--- config.mk ---
export PLATFORM = sky130hd
export DESIGN_NAME = utf8_accent_recomposer
export DESIGN_NICKNAME = d
export VERILOG_FILES = /design/src/sv/urc_pkg.sv /design/src/sv/utf8_accent_recomposer.sv /design/src/sv/urc_step.sv /design/src/sv/urc_fifo.sv
export SDC_FILE = /design/constraint.sdc
export NUM_CORES = 1
export LEC_CHECK = 0
export BUFFER_PORTS_ARGS = -buffer_cell sky130_fd_sc_hd__buf_2
export CAP_MARGIN = 20
export CELL_PAD_IN_SITES_DETAIL_PLACEMENT = 0
export CELL_PAD_IN_SITES_GLOBAL_PLACEMENT = 1
export CORE_MARGIN = 1.5
export CORE_UTILIZATION = 30
export CTS_BUF_LIST = sky130_fd_sc_hd__clkbuf_4 sky130_fd_sc_hd__clkbuf_8 sky130_fd_sc_hd__clkbuf_16
export CTS_CLUSTER_DIAMETER = 150
export DETAILED_ROUTE_END_ITERATION = 8
export GPL_TIMING_DRIVEN = 0
export HOLD_SLACK_MARGIN = 0.06
export PLACE_DENSITY_LB_ADDON = 0.1
export SYNTH_ARGS = -nofsm -noshare
export SYNTH_HDL_FRONTEND = slang
export SYNTH_HIERARCHICAL = 1
export SYNTH_SLANG_ARGS = --single-unit
--- constraint.sdc ---
create_clock -name clk -period 4.8 [get_ports clk]
set_clock_uncertainty 0.2 [all_clocks]
set_input_delay 0 -clock clk [delete_from_list [all_inputs] [get_ports clk]]
set_output_delay 0 -clock clk [all_outputs]
set_load 0.02 [all_outputs]
--- src/sv/urc_pkg.sv ---
package urc_pkg;

  // Number of letter and combining-mark pairs that recompose.
  localparam int unsigned PairCount = 53;

  // Result queue depth and the largest number of results from one request.
  localparam int unsigned QueueDepth = 4;
  localparam int unsigned MaxResults = 3;

  // Byte forms used by the recomposition.
  localparam logic [7:0] CombLeadMask = 8'hFC;
  localparam logic [7:0] CombLeadForm = 8'hCC;
  localparam logic [7:0] Utf8Lead2    = 8'hC0;
  localparam logic [7:0] Utf8Cont     = 8'h80;

  typedef struct packed {
    logic [7:0]  letter;
    logic [10:0] mark;
    logic [7:0]  composed;
  } pair_t;

  // One result byte with its end-of-string flag.
  typedef struct packed {
    logic [7:0] data;
    logic       last;
  } res_t;

  // Results of one request, the first in item[0].
  typedef struct packed {
    logic [1:0]           num;
    res_t [MaxResults-1:0] item;
  } res_bundle_t;

  typedef struct packed {
    logic       hit;
    logic [7:0] composed;
  } lookup_t;

  localparam pair_t PAIRS [PairCount] = '{
    '{8'h41, 11'h300, 8'hC0}, '{8'h41, 11'h301, 8'hC1}, '{8'h41, 11'h302, 8'hC2},
    '{8'h41, 11'h303, 8'hC3}, '{8'h41, 11'h308, 8'hC4}, '{8'h41, 11'h30A, 8'hC5},
    '{8'h43, 11'h327, 8'hC7}, '{8'h45, 11'h300, 8'hC8}, '{8'h45, 11'h301, 8'hC9},
    '{8'h45, 11'h302, 8'hCA}, '{8'h45, 11'h308, 8'hCB}, '{8'h49, 11'h300, 8'hCC},
    '{8'h49, 11'h301, 8'hCD}, '{8'h49, 11'h302, 8'hCE}, '{8'h49, 11'h308, 8'hCF},
    '{8'h4E, 11'h303, 8'hD1}, '{8'h4F, 11'h300, 8'hD2}, '{8'h4F, 11'h301, 8'hD3},
    '{8'h4F, 11'h302, 8'hD4}, '{8'h4F, 11'h303, 8'hD5}, '{8'h4F, 11'h308, 8'hD6},
    '{8'h55, 11'h300, 8'hD9}, '{8'h55, 11'h301, 8'hDA}, '{8'h55, 11'h302, 8'hDB},
    '{8'h55, 11'h308, 8'hDC}, '{8'h59, 11'h301, 8'hDD}, '{8'h61, 11'h300, 8'hE0},
    '{8'h61, 11'h301, 8'hE1}, '{8'h61, 11'h302, 8'hE2}, '{8'h61, 11'h303, 8'hE3},
    '{8'h61, 11'h308, 8'hE4}, '{8'h61, 11'h30A, 8'hE5}, '{8'h63, 11'h327, 8'hE7},
    '{8'h65, 11'h300, 8'hE8}, '{8'h65, 11'h301, 8'hE9}, '{8'h65, 11'h302, 8'hEA},
    '{8'h65, 11'h308, 8'hEB}, '{8'h69, 11'h300, 8'hEC}, '{8'h69, 11'h301, 8'hED},
    '{8'h69, 11'h302, 8'hEE}, '{8'h69, 11'h308, 8'hEF}, '{8'h6E, 11'h303, 8'hF1},
    '{8'h6F, 11'h300, 8'hF2}, '{8'h6F, 11'h301, 8'hF3}, '{8'h6F, 11'h302, 8'hF4},
    '{8'h6F, 11'h303, 8'hF5}, '{8'h6F, 11'h308, 8'hF6}, '{8'h75, 11'h300, 8'hF9},
    '{8'h75, 11'h301, 8'hFA}, '{8'h75, 11'h302, 8'hFB}, '{8'h75, 11'h308, 8'hFC},
    '{8'h79, 11'h301, 8'hFD}, '{8'h79, 11'h308, 8'hFF}
  };

  // Parallel match of a letter and a combining mark against every pair.
  function automatic lookup_t accent_lookup(logic [7:0] letter, logic [10:0] mark);
    lookup_t res;
    res = '0;
    for (int k = 0; k < PairCount; k++) begin
      if (PAIRS[k].letter == letter && PAIRS[k].mark == mark) begin
        res.hit      = 1'b1;
        res.composed = res.composed | PAIRS[k].composed;
      end
    end
    return res;
  endfunction

endpackage

--- src/sv/utf8_accent_recomposer.sv ---
// A byte accepted into the input register is worked on once the queue has room for its results,
// which are written into the queue and offered from there.
// Throughput: one input byte per cycle and one output byte per cycle; a recomposed letter
// gives two output bytes and a flush up to three, drained from a four-entry queue. The input
// stalls while the queue, less the byte leaving it in that cycle, holds more than one byte.
// Reset: synchronous, active low; it empties the input register, the window and the queue.
module utf8_accent_recomposer (
  input  logic       clk,
  input  logic       rst_n,
  input  logic       in_tvalid,
  output logic       in_tready,
  input  logic [7:0] in_tdata,   // [7:0] in_byte
  input  logic       in_tlast,
  output logic       out_tvalid,
  input  logic       out_tready,
  output logic [7:0] out_tdata,  // [7:0] out_byte
  output logic       out_tlast
);

  logic                 in_valid_r;
  logic [7:0]           in_byte_r;
  logic                 in_last_r;
  logic                 go;
  logic                 room;
  urc_pkg::res_bundle_t results;
  urc_pkg::res_t        head;

  // The held request is worked on once the queue has space for its results.
  assign go        = in_valid_r && room;
  assign in_tready = !in_valid_r || go;

  // Input register.
  always_ff @(posedge clk) begin
    if (!rst_n) begin
      in_valid_r <= 1'b0;
    end else if (in_tready) begin
      in_valid_r <= in_tvalid;
    end
  end

  always_ff @(posedge clk) begin
    if (in_tready && in_tvalid) begin
      in_byte_r <= in_tdata;
      in_last_r <= in_tlast;
    end
  end

  urc_step u_step (
    .clk     (clk),
    .rst_n   (rst_n),
    .go      (go),
    .byte_in (in_byte_r),
    .last_in (in_last_r),
    .results (results)
  );

  urc_fifo u_fifo (
    .clk       (clk),
    .rst_n     (rst_n),
    .push      (go),
    .push_data (results),
    .room      (room),
    .out_valid (out_tvalid),
    .out_ready (out_tready),
    .out_data  (head)
  );

  assign out_tdata = head.data;
  assign out_tlast = head.last;

endmodule

--- src/sv/urc_step.sv ---
module urc_step (
  input  logic                 clk,
  input  logic                 rst_n,
  input  logic                 go,
  input  logic [7:0]           byte_in,
  input  logic                 last_in,
  output urc_pkg::res_bundle_t results
);

  logic [7:0] win0_r, win1_r, win0_nxt, win1_nxt;
  logic [1:0] cnt_r, cnt_nxt;

  // Window update and result forming for one request.
  always_comb begin
    logic [7:0]       b0, b1, b2, m0, m1;
    logic [1:0]       mhave;
    logic [1:0]       n;
    logic [10:0]      mark;
    urc_pkg::lookup_t lk;
    urc_pkg::res_t [urc_pkg::MaxResults-1:0] res;

    b0 = win0_r;
    b1 = win1_r;
    b2 = byte_in;
    res = '0;
    n = 2'd0;
    mark = {b1[4:0], b2[5:0]};
    lk = urc_pkg::accent_lookup(b0, mark);

    // Fewer than two bytes waiting: the new byte joins the window.
    case (cnt_r)
      2'd0: begin
        m0 = byte_in;
        m1 = win1_r;
        mhave = 2'd1;
      end
      2'd1: begin
        m0 = win0_r;
        m1 = byte_in;
        mhave = 2'd2;
      end
      default: begin
        // Three bytes at hand: try to recompose, else pass the oldest on.
        if ((b1 & urc_pkg::CombLeadMask) == urc_pkg::CombLeadForm && lk.hit) begin
          res[0].data = urc_pkg::Utf8Lead2 | {6'd0, lk.composed[7:6]};
          res[1].data = urc_pkg::Utf8Cont | {2'd0, lk.composed[5:0]};
          n = 2'd2;
          m0 = b1;
          m1 = b2;
          mhave = 2'd0;
        end else begin
          res[0].data = b0;
          n = 2'd1;
          m0 = b1;
          m1 = b2;
          mhave = 2'd2;
        end
      end
    endcase

    // The final byte flushes whatever is left in the window.
    if (last_in) begin
      for (int i = 0; i < 2; i++) begin
        if (2'(i) < mhave) begin
          res[n].data = (i == 0) ? m0 : m1;
          n = n + 2'd1;
        end
      end
      if (n != 2'd0) begin
        res[n - 2'd1].last = 1'b1;
      end
      mhave = 2'd0;
    end

    results.num  = n;
    results.item = res;
    win0_nxt = (mhave > 2'd0) ? m0 : 8'd0;
    win1_nxt = (mhave > 2'd1) ? m1 : 8'd0;
    cnt_nxt  = mhave;
  end

  // Window registers.
  always_ff @(posedge clk) begin
    if (!rst_n) begin
      win0_r <= 8'd0;
      win1_r <= 8'd0;
      cnt_r  <= 2'd0;
    end else if (go) begin
      win0_r <= win0_nxt;
      win1_r <= win1_nxt;
      cnt_r  <= cnt_nxt;
    end
  end

endmodule

--- src/sv/urc_fifo.sv ---
module urc_fifo (
  input  logic                 clk,
  input  logic                 rst_n,
  input  logic                 push,
  input  urc_pkg::res_bundle_t push_data,
  output logic                 room,
  output logic                 out_valid,
  input  logic                 out_ready,
  output urc_pkg::res_t        out_data
);

  urc_pkg::res_t mem_r [urc_pkg::QueueDepth];
  logic [1:0]    wr_ptr_r, wr_ptr_nxt;
  logic [1:0]    rd_ptr_r, rd_ptr_nxt;
  logic [2:0]    cnt_r, cnt_nxt;
  logic          pop;

  // A request may enter only when the queue can take its largest result set.
  assign pop       = out_valid && out_ready;
  assign room      = (cnt_r <= (3'd1 + {2'd0, pop}));
  assign out_valid = (cnt_r != 3'd0);
  assign out_data  = mem_r[rd_ptr_r];

  // Pointer and fill arithmetic.
  always_comb begin
    wr_ptr_nxt = wr_ptr_r + (push ? push_data.num : 2'd0);
    rd_ptr_nxt = rd_ptr_r + {1'b0, pop};
    cnt_nxt    = cnt_r + (push ? {1'b0, push_data.num} : 3'd0) - {2'd0, pop};
  end

  // Queue storage: up to three entries written at once.
  always_ff @(posedge clk) begin
    for (int i = 0; i < urc_pkg::MaxResults; i++) begin
      if (push && 2'(i) < push_data.num) begin
        mem_r[wr_ptr_r + 2'(i)] <= push_data.item[i];
      end
    end
  end

  // Queue control.
  always_ff @(posedge clk) begin
    if (!rst_n) begin
      wr_ptr_r <= 2'd0;
      rd_ptr_r <= 2'd0;
      cnt_r    <= 3'd0;
    end else begin
      wr_ptr_r <= wr_ptr_nxt;
      rd_ptr_r <= rd_ptr_nxt;
      cnt_r    <= cnt_nxt;
    end
  end

endmodule
==> flow_summary_export.csv, run 1 <==
group,metric,value,unit
worst_setup_path,end_kind,"flop",
floorplan,die_h,139,um
placed_design,placed_cells_incl_taps,798,
cts,clkTransAtPathRegs,0.06,ns
finish,fin_nets,615,
worst_hold_path,worstHoldPathType,"in -> reg",
finish,design_area,0.00655,mm2
floorplan,die_x,139,um
flow_run,cap_violations,0,
cts,clk_latency,0.34,ns
grt,grt_pass1_vias,4500,
sta,max-slew-margin-rel,35.1,%
route,highest_layer,"met4",
sta,hold_viol,0,
yosys,synth_seq_cells,71,
placed_design,place_hpwl,13000,um
finish,drive_above_1_share,28.4,%
finish,fin_util,36.2,%
grt,grt_pass1_wl,26900,um
sta,period_needed,4.56,ns
yosys,postSynthCellCount,546,
cts,numClockSinks,71,
floorplan,rows,49,
yosys,ys.flop_type,"edfxtp_1",
placed_design,portBuffers,23,
finish,syn_to_final_growth,17.5,%
yosys,synth.most_common_cell,"mux2_2",
yosys,synth_common_cells,"mux2_2, edfxtp_1, nand2_1, and2_1, dfxtp_1",
pwr,ir_drop,0.224,mV
worst_setup_path,start_kind,"flop",
yosys,synth_top_area_cell,"edfxtp_1",
sta,finalSetupViolCount,0,
worst_hold_path,min_path_cells,2,
grt,grt-ovfl-total,0,
pwr,p_leak,2.37,nW
floorplan,core_area,0.0181,mm2
route,via_per_inst,5.71,
status,violations,"DRC",
cts,clock_path_buffers,2,
route,ant_nets,0,
yosys,syn_avg_cell_area,10.2,um2
cts,cts_buffers,9,
worst_setup_path,worst-path-max-fanout,10,
route,vias,4725,
route,routedWlPerCell,21.0,um
status,outcome,"finished with violations",
placed_design,post_dp_cell_area,0.00598,mm2
worst_setup_path,critPathLaunch,"u_step/win0_r[5]",
route,wirelength_met1,8350,um
floorplan,die_area,0.0194,mm2
route,wl_met3,1110,um
floorplan,io_pins,24,
yosys,synth.distinct_cells,84,
finish,num_antenna_cells,0,
yosys,synth_nets,567,
sta,fin_crit_sh,95.0,%
grt,grt_antenna_before_repair,0,
worst_hold_path,min_from,"in_tlast",
yosys,synth_warnings,6,
finish,fin_cells,828,
grt,grt_max_degree,14,
yosys,synth_edf_count,45,
sta,timing.fmax,219,MHz
route,wirelength,17400,um
cts,cts_tree,"done",
yosys,synthArstFlopShare,0,%
sta,tightestPinTransition,0.969,ns
cts,cts-root-buf,"clkbuf_16",
floorplan,start_util,30.8,%
route,dr_wl_met2,7490,um
yosys,yosysSeqAreaShare,33.6,%
sta,slew_viol_final,0,
worst_setup_path,r2r-start,"u_step/win0_r[5]",
sta,grt_setup_unrepaired,"no",
pwr,p_per_area,381,mW/mm2
route,drt_iter0_drc,438,
cts,h-tree-depth,3,
yosys,synth_area,0.00557,mm2
worst_setup_path,reg2reg_depth,15,
route,dr.pass1.iters,9,
worst_setup_path,arrival,4.59,ns
yosys,ys_top_cells_by_area,"edfxtp_1, mux2_2, dfxtp_1",
worst_setup_path,path_class,"reg -> reg",
worst_setup_path,worstPathRequired,4.83,ns
placed_design,globalplace.congestion,0.886,
grt,track_usage,18.1,%
yosys,synth_top_area_share,24.2,%
route,drc_errors,1,
==> worst paths after layout <==
kind              slack [ns]          endpoint
hold / removal          0.17         in_last_r
hold reg to reg         0.31  u_step/win1_r[6]
setup reg to reg        0.24   u_fifo/cnt_r[2]
setup / recovery        0.24   u_fifo/cnt_r[2]
==> power by group <==
group / total, mW / leakage (nW) / switching [mW] / internal, mW
combinational: 0.814 / 1.54 / 0.453 / 0.360
clock: 0.921 / 0.200 / 0.250 / 0.671
sequential: 0.764 / 0.628 / 0.0415 / 0.722
total: 2.50 / 2.37 / 0.745 / 1.75
==> final cells by class <==
| cell class | count | area, um2 |
|---|---|---|
| tap | 229 | 287 |
| clock buffer | 10 | 233 |
| timing repair buffer | 38 | 260 |
| buffer | 41 | 220 |
| inverter | 18 | 67.6 |
| multi-input combinational | 415 | 3430 |
| fill | 1770 | 11500 |
| clock inverter | 6 | 180 |
| sequential | 71 | 1870 |
==> state kept, by name, summed over array words and instances (netlist names) <==
| register | cells |
|---|---|
| u_fifo/rd_ptr_r | 2 |
| in_last_r | 1 |
| u_step/win0_r | 8 |
| in_valid_r | 1 |
| u_step/cnt_r | 2 |
| in_byte_r | 8 |
| u_fifo/mem_r | 36 |
| u_fifo/wr_ptr_r | 2 |
| u_step/win1_r | 8 |
| u_fifo/cnt_r | 3 |
==> worst max-delay path, stage by stage (launching register included) <==
cell and delay, ns:
dfxtp_1 0.31, clkbuf_1 0.32, nand4bb_1 0.51, or4_1 0.71
o2111a_1 0.22, a31oi_1 0.35, nor2b_1 0.19, or2_1 0.36
nand2_1 0.14, ha_1 0.13, inv_1 0.04, ha_1 0.18
fa_1 0.38, xnor2_1 0.20, xnor2_1 0.08, and2_1 0.15
==> through the flow <==
step	hold WS [ns]	setup TNS, ns	setup slack (ns)	total power, mW
global placement	-0.0229	-1.48	-0.117	1.57
global route	0.160	0	0.00640	2.63
finish	0.174	0	0.242	2.50
detailed placement	-0.0219	0	0.121	1.57
CTS	0.154	0	0.101	2.52
floorplan	-0.101	0	1.09	1.36
==> metal layers <==
| layer | vias to the layer above | track usage, % |
|---|---|---|
| met5 | - | 0 |
| met4 | 0 | 6.83 |
| met3 | 26 | 3.85 |
| met2 | 190 | 26.2 |
| met1 | 2303 | 26.1 |
| li1 | 2206 | - |
==> logic make-up after synthesis <==
family          after synthesis  synth area share, %
simple gates                196                 22.6
compound gates              111                 14.6
mux                          90                 20.4
flops                        71                 33.6
buf+inv                      60                 5.23
fa+ha+maj                    10                 2.29
xor+xnor                      8                 1.26
==> timing repair <==
item                                    CTS  global route
hold buffers                             13             0
buffers inserted                          0             2
gates resized for setup                   0             2
endpoints found under the setup margin    0             1
endpoints found under the hold margin    27             0
==> cells in the final DEF (no fill, tap or decap), types with 5 or more instances in the layout <==
master | netlist | layout
dfxtp_1 | 26 | 26
bufinv_16 | 0 | 6
nand3_2 | 5 | 5
and3_1 | 10 | 10
mux4_2 | 9 | 9
nand2b_1 | 8 | 8
nor3b_1 | 6 | 6
buf_6 | 7 | 7
a31o_2 | 5 | 5
nor3_1 | 15 | 13
nor2_1 | 18 | 18
nor2b_1 | 7 | 7
nand2_1 | 34 | 34
a21oi_1 | 17 | 17
clkbuf_16 | 0 | 9
o22ai_1 | 11 | 11
o2bb2ai_1 | 8 | 8
a211oi_1 | 6 | 5
ha_1 | 7 | 7
and2_1 | 27 | 27
or3_1 | 6 | 6
nand3_1 | 5 | 5
o21ai_0 | 15 | 15
mux2_2 | 62 | 62
mux2_4 | 9 | 9
a22o_1 | 8 | 8
clkbuf_1 | 23 | 22
edfxtp_1 | 45 | 45
a22oi_1 | 6 | 6
buf_2 | 8 | 31
nand4_1 | 13 | 13
inv_1 | 17 | 17
mux2i_1 | 9 | 9
dlygate4sd3_1 | 0 | 13
(Power assumes the default switching activity.)
==> run 2, diff against run 1 <==
--- a/config.mk
+++ b/config.mk
@@ -9,6 +9,7 @@
 export CAP_MARGIN = 20
 export CELL_PAD_IN_SITES_DETAIL_PLACEMENT = 0
 export CELL_PAD_IN_SITES_GLOBAL_PLACEMENT = 1
+export CORE_ASPECT_RATIO = 0.5
 export CORE_MARGIN = 1.5
 export CORE_UTILIZATION = 30
 export CTS_BUF_LIST = sky130_fd_sc_hd__clkbuf_4 sky130_fd_sc_hd__clkbuf_8 sky130_fd_sc_hd__clkbuf_16
@@ -17,6 +18,7 @@
 export GPL_TIMING_DRIVEN = 0
 export HOLD_SLACK_MARGIN = 0.06
 export PLACE_DENSITY_LB_ADDON = 0.1
+export RECOVER_POWER = 25
 export SYNTH_ARGS = -nofsm -noshare
 export SYNTH_HDL_FRONTEND = slang
 export SYNTH_HIERARCHICAL = 1
==> run 2 against run 1 <==
Against the previous run:
- the flow now finishes without violations
- register-to-register slack about the same
- design area down 2.2%
- sequential share of layout area rose by 0.64 points
- maximum frequency decreased by 0.20%
- total power fell by 12%
- critical path depth rose by 2
- clock power decreased by 32%
- first-iteration DRC count decreased by 0.68%
- global-route usage up 1.0 points
- sequential cell count unchanged
- utilization down 0.19 points
- cell count increased by 0.60%
- critical endpoint unchanged
- largest cell class unchanged
- highest routed layer unchanged
==> flow_summary_export.csv, run 2 (synthesis gave the netlist of run 1 again) <==
group,metric,value,unit
sta,tightestPinTransition,0.968,ns
sta,max-slew-margin-rel,35.0,%
placed_design,place_ws,0.0939,ns
cts,h-tree-depth,3,
finish,fin_util,36.0,%
pwr,ir_drop,0.190,mV
cts,cts-root-buf,"clkbuf_16",
sta,finalSetupViolCount,0,
pwr,p_leak,2.29,nW
sta,slew_viol_final,0,
floorplan,rows,34,
sta,fin_crit_sh,95.1,%
floorplan,start_util,31.3,%
floorplan,die_h,99.4,um
floorplan,core_area,0.0178,mm2
worst_setup_path,start_kind,"flop",
placed_design,globalplace.congestion,0.899,
sta,timing.fmax,219,MHz
worst_setup_path,end_kind,"flop",
finish,fillCellCount,1828,
sta,whs,0.174,ns
grt,grt_antenna_before_repair,0,
worst_setup_path,worstPathRequired,4.83,ns
pwr,p_per_area,344,mW/mm2
placed_design,post_dp_cell_area,0.00599,mm2
cts,cts_tree,"done",
floorplan,die_area,0.0195,mm2
placed_design,portBuffers,23,
placed_design,placed_cells_incl_taps,804,
pwr,pwr-share-clk,28.2,%
sta,hold_viol,0,
finish,largest_reg_flops,36,
worst_setup_path,arrival,4.60,ns
route,via_per_inst,5.53,
finish,multiInputGateArea,0.00343,mm2
finish,num_antenna_cells,0,
pwr,sw_frac_of_total,35.2,%
grt,grt_pass1_vias,4518,
route,routedWlPerCell,21.8,um
worst_setup_path,path_class,"reg -> reg",
route,drt_iter0_drc,435,
cts,clkTransAtPathRegs,0.06,ns
route,wirelength,18100,um
worst_hold_path,worstHoldPathType,"in -> reg",
pwr,power_frac_comb,37.2,%
finish,fin_nets,615,
floorplan,io_pins,24,
grt,grt_max_degree,14,
cts,clk_latency,0.33,ns
pwr,p_sw,775,uW
cts,clock_path_buffers,2,
route,vias,4604,
route,dr.pass1.iters,5,
route,ant_nets,0,
finish,top_register,"u_fifo/mem_r",
grt,grt_pass1_wl,27900,um
worst_setup_path,worst-path-max-fanout,10,
sta,period_needed,4.57,ns
placed_design,place_hpwl,13500,um
sta,grt_setup_unrepaired,"no",
floorplan,die_x,196,um
pwr,power_frac_seq,34.5,%
status,outcome,"completed",
finish,syn_to_final_growth,15.0,%
grt,track_usage,19.1,%
finish,final_cell_mix,"mux2_2, edfxtp_1, nand2_1, clkbuf_1, and2_1",
grt,grt-ovfl-total,0,
route,drc_errors,0,
finish,drive_above_1_share,26.7,%
finish,regArea,0.00187,mm2
pwr,p_int,1.43,mW
cts,cts_buffers,9,
sta,fin_ws,0.233,ns
finish,final_common_cell,"mux2_2",
sta,fin_tns_setup,0,ns
finish,fin_cells,833,
cts,numClockSinks,71,
flow_run,cap_violations,0,
finish,design_area,0.00641,mm2
pwr,p_total,2.20,mW
-- run 2: area by class of cell --
class,count,area share (%)
plain buffers,41,3.48
flip-flops and latches,71,29.2
clock buffers,11,3.75
clock inverters,5,0.566
inverters,18,1.05
multi-input cells,415,53.5
repair buffers,38,3.83
well taps,234,4.57
-- run 2: critical path, cell delays in order (launching register included) --
cell	delay (ns)
dfxtp_1	0.31
clkbuf_1	0.24
clkbuf_1	0.35
nor3b_1	0.24
nand4_1	0.14
o32ai_1	0.10
a311oi_1	0.48
a31oi_1	0.27
nor2b_1	0.37
or2_1	0.32
nand2_1	0.13
ha_1	0.29
inv_1	0.04
ha_1	0.18
fa_1	0.38
xnor2_1	0.15
xnor2_1	0.12
and2_1	0.14
-- run 2: power by group through the flow --
stage,Combinational [mW],Clock (mW),Sequential [mW]
3_3_place_gp,0.822,0,0.774
2_1_floorplan,0.605,0,0.759
4_1_cts,0.832,0.642,0.762
6_report,0.820,0.622,0.761
3_5_place_dp,0.816,0,0.775
5_1_grt,0.896,0.673,0.768
-- run 2: worst paths after layout --
check / endpoint / cells after the start / slack, ns / start
max: u_fifo/cnt_r[2] / 17 / 0.23 / u_step/win0_r[0]
min: in_byte_r[0] / 2 / 0.17 / in_tdata[0]
max reg2reg: u_fifo/cnt_r[2] / 17 / 0.23 / u_step/win0_r[0]
min reg2reg: u_step/win1_r[7] / 1 / 0.30 / u_step/win1_r[7]
-- run 2: per-layer routing --
metal,global-route usage [%],vias to the layer above,routed length (um)
met5,0,-,0
met4,5.56,0,370
met3,4.27,25,954
met2,27.6,145,7420
met1,28.2,2226,9380
li1,-,2208,-
-- run 2: timing repair --
item	in CTS	in global routing
hold buffers	13	0
endpoints found under the setup margin	0	5
buffers inserted	0	1
gates resized for setup	0	7
hold endpoints to repair	27	0
